==> src/rtl/core/cgos_ram.sv <==
`timescale 1ns / 1ps
module cgos_ram #(
  parameter int WIDTH = 8,
  parameter int DEPTH = 16
) (
  input  logic                     clk,
  input  logic                     we,
  input  logic [$clog2(DEPTH)-1:0] waddr,
  input  logic [WIDTH-1:0]         wdata,
  input  logic [$clog2(DEPTH)-1:0] raddr,
  output logic [WIDTH-1:0]         rdata
);

  logic [WIDTH-1:0] mem [DEPTH];

  always_ff @(posedge clk) begin
    if (we) begin
      mem[waddr] <= wdata;
    end
    rdata <= mem[raddr];
  end

endmodule
==> config.mk <==
export PLATFORM = sky130hd
export DESIGN_NAME = cgos_ram
export DESIGN_NICKNAME = d
export VERILOG_FILES = /design/src/rtl/core/cgos_ram.sv
export SDC_FILE = /design/constraint.sdc
export NUM_CORES = 1
export LEC_CHECK = 0
export BUFFER_PORTS_ARGS = -buffer_cell sky130_fd_sc_hd__buf_2
export CORE_ASPECT_RATIO = 0.6
export CORE_MARGIN = 10
export CORE_UTILIZATION = 40
export CTS_CLUSTER_DIAMETER = 60
export DETAILED_ROUTE_END_ITERATION = 10
export PLACE_DENSITY = 0.63
export SLEW_MARGIN = 20
export SYNTH_ARGS = -nofsm -noshare
export SYNTH_HDL_FRONTEND = slang
export SYNTH_SLANG_ARGS = --single-unit
==> constraint.sdc <==
create_clock -name clk -period 3.8 [get_ports clk]
set_clock_uncertainty 0.05 [all_clocks]
set_input_delay 0.76 -clock clk [delete_from_list [all_inputs] [get_ports clk]]
set_output_delay 0.76 -clock clk [all_outputs]
set_load 0.02 [all_outputs]
* Word level (Yosys, flattened, before mapping)
Memory sizes are Yosys's and may differ from the RTL's. A register that Yosys moved wholly into a read port is not among the register bits.
Cells that the tools add are included.
** Storage, ports and cells
- Bits in registers :: 0
- Latch bits :: 0
- RAM bits :: 128
- Bits in read-only memories :: 0
- Logic and storage cells :: 3
- Memories kept :: 1
** Memory list
- mem :: words 16, width 8, read ports 1, clocked after memory_dff 1, write ports 1, line 14 : logic [WIDTH-1:0] mem [DEPTH];
** Cells by class
- Add/subtract/negate cells :: 0
- $mul :: 0
- Divide/modulo/power cells :: 0
- Order comparisons :: 0
- Equality and inequality tests :: 0
- Shifts and indexed selects :: 0
- Multiplexer cells :: 2
- Bitwise operators :: 0
- Reduce and logical (&&, ||, !) cells :: 0
** Operator list (number)
- $mux 1 :: 2

* Depth between registers and ports, before layout
- Depth after elaboration :: 2
- Depth in mapped cells :: 5
- Depth with buffers taken out :: 3

* Worst setup path after synthesis
OpenSTA, ideal clock, no wires.
- Kind :: input -> register
- Start point :: in waddr[2]
- End point :: mem mem[0][0], enable pin
- Setup time :: 0.383 ns
- Arrival time :: 1.870 ns
- Setup slack :: 1.497 ns
- Stages on the path :: 2
- Cells stage by stage :: or3b_2 > nor3_1
** RTL lines
- start: declaration :: line 8 : input logic [$clog2(DEPTH)-1:0] waddr,
- end: declaration :: line 14
No word-level cell before the write port.

==> flow_summary.ini <==
[setup_path]
endpoint_kind = register
reg2reg_depth = 3
critPathArrivalTime_ps = 2340
path_max_fanout = 15
crit_type = in -> reg
required_ps = 4030
worstSetupStartpointType = input port

[logic_synthesis]
syn_area_per_cell_um2 = 22.48
ys_ff_latch = 136
netlist_area_mm2 = 0.005147
synth_compound_area_share_pct = 2.333
synth_xor_area_share_pct = 0
ys_seq_area_share_pct = 77.78
synth_fp_nets = 247
yosys_warnings = 0
synthSimpleGateAreaFrac_pct = 3.184
synth_mux_area_share_pct = 15.02
synthAdderAreaFrac_pct = 0
synth_cell_types = 19
netlist_instances = 229
synth_top_family_by_area = multiplexers

[cts]
clk_pin_slew_ps = 60
ctsLongestPathBuffers = 2
cts_hold_buf = 0
cts_tree = yes
cts_buffers = 17
post_cts_buffers = 0
clock_latency_ps = 410
cts_root_buffer = clkbuf_16
cts_resized = 0
clock-sinks = 136
htree_levels = 4

[sta]
rsz0062_at_grt = no
layout_min_cycle_time_ps = 2110
tightest_slew_ps = 1011
finalHoldViolCount = 0
period_share_pct = 55.53
slew_headroom_pct = 32.37
fmax_ghz = 0.4739
drv_slew = 0
setup_tns_ps = 0
setup_viol = 0
timing.hold.ws_ps = 617.0

[placed_design]
dpl_cell_area_mm2 = 0.005438
io_buffers = 25
globalplace.congestion = 0.7752
hpwl_mm = 6.776
dp.cells = 415

[die]
chipWidth_um = 166.5
initial_core_util_pct = 41.73
io_pins = 26
fp-row-count = 31
core_area_mm2 = 0.01233
dieArea_mm2 = 0.01796
die_y_um = 107.9

[final_layout]
post_layout_nonfiller_instances = 446
syn_to_final_growth_pct = 16.43
fin_area_mm2 = 0.005993
fin_nets = 287
drive_above_1_share_pct = 27.40
num_antenna_cells = 0
final_common_cell = edfxtp_1
final_cell_mix = 128 x edfxtp_1, 25 x buf_2, 18 x mux4_2
n_fill_cell = 1010

[global_route]
grt_pass1_vias = 2581
met3_usage_pct = 4.486
grt_pass1_wl_mm = 15.73
antenna_found_initial = 0
track_usage_pct = 11.91
use_met2_pct = 17.21
grt_busiest_layer = met2
grt_remaining_overflow = 0
met1_usage_pct = 16.27
grt_start_max_net_pins = 33

[routing]
antenna_left = 0
drt_first_pass_iters = 4
wl_per_cell_um = 22.97
drc = 0
dr.first_iter.drc_count = 200
wirelength_mm = 10.25
via_per_inst = 5.336
detailroute.via_count = 2380

[hold_path]
hold_class = reg -> reg
min_path_cells = 3

[outcome]
run_status = complete, no violations

[power]
p_leak_uw = 0.001998
p_per_area_mw_per_mm2 = 564.4
vdd_drop_max_mv = 0.4153

[job]
max_cap_violations = 0
## flip-flops by register name, summed over array words and instances (netlist names)
signal,cells
mem,128
rdata,8
## layer usage
| layer | share of wire [%] | wire, um |
|---|---|---|
| met1 | 45 | 4626 |
| met4 | 0.93 | 95 |
| met3 | 9.0 | 922 |
| met5 | 0 | 0 |
| met2 | 45 | 4600 |
## power breakdown
| group | internal (uW) | switching, uW |
|---|---|---|
| Combinational | 61.9 | 98.9 |
| Sequential | 1680 | 8.19 |
| Clock | 973 | 562 |
## worst max-delay path, stage by stage
cell and delay (ps):
buf_2 240, buf_4 350, mux4_1 590, a22oi_1 300, nand2_1 90
## synth_stat cells
library cell	number	area share, %
edfxtp_1	128	75
mux4_2	18	7.9
a22oi_1	16	2.3
mux4_1	14	7.1
nor2_1	13	0.95
nand2_1	9	0.66
dfxtp_1	8	3.1
nor3_1	4	0.39
buf_2	3	0.29
buf_6	3	0.66
clkdlybuf4s25_2	3	0.58
nand2b_1	2	0.24
nand3b_1	2	0.29
and2_1	1	0.12
and2b_1	1	0.15
buf_4	1	0.15
nand3_1	1	0.097
nor2b_1	1	0.12
or3b_2	1	0.17
## per-stage QoR
step / setup WS, ps / util (%) / total power (uW)
floorplan: 1497 / - / 1813
global placement: 1237 / 44.09 / 1878
detailed placement: 1227 / 44.09 / 1882
CTS: 1653 / 48.59 / 3418
global route: 1543 / 48.59 / 3506
finish: 1690 / 48.59 / 3382
## final timing paths
| path | from | to | slack (ps) |
|---|---|---|---|
| min reg2reg | mem[12][7] | rdata[7] | 620 |
| max | raddr[0] | rdata[5] | 1690 |
| max reg2reg | mem[9][5] | rdata[5] | 2380 |
| min | mem[12][7] | rdata[7] | 620 |
## area by class of cell
class / instances / area, um^2 / share of cell area [%]
sequential: 136 / 4004 / 66.81
multi-input combinational: 83 / 1057 / 17.64
clock buffer: 22 / 454.2 / 7.578
tap: 165 / 206.4 / 3.445
timing repair buffer: 31 / 170.2 / 2.839
clock inverter: 9 / 101.3 / 1.691
## kinds of logic (layout without fill, tap and decap cells)
group,after synthesis,in the layout
buf+inv,10,62
mux,32,32
simple gates,35,35
compound gates,16,16
flops,136,136
Power figures use the tool's default switching activity.
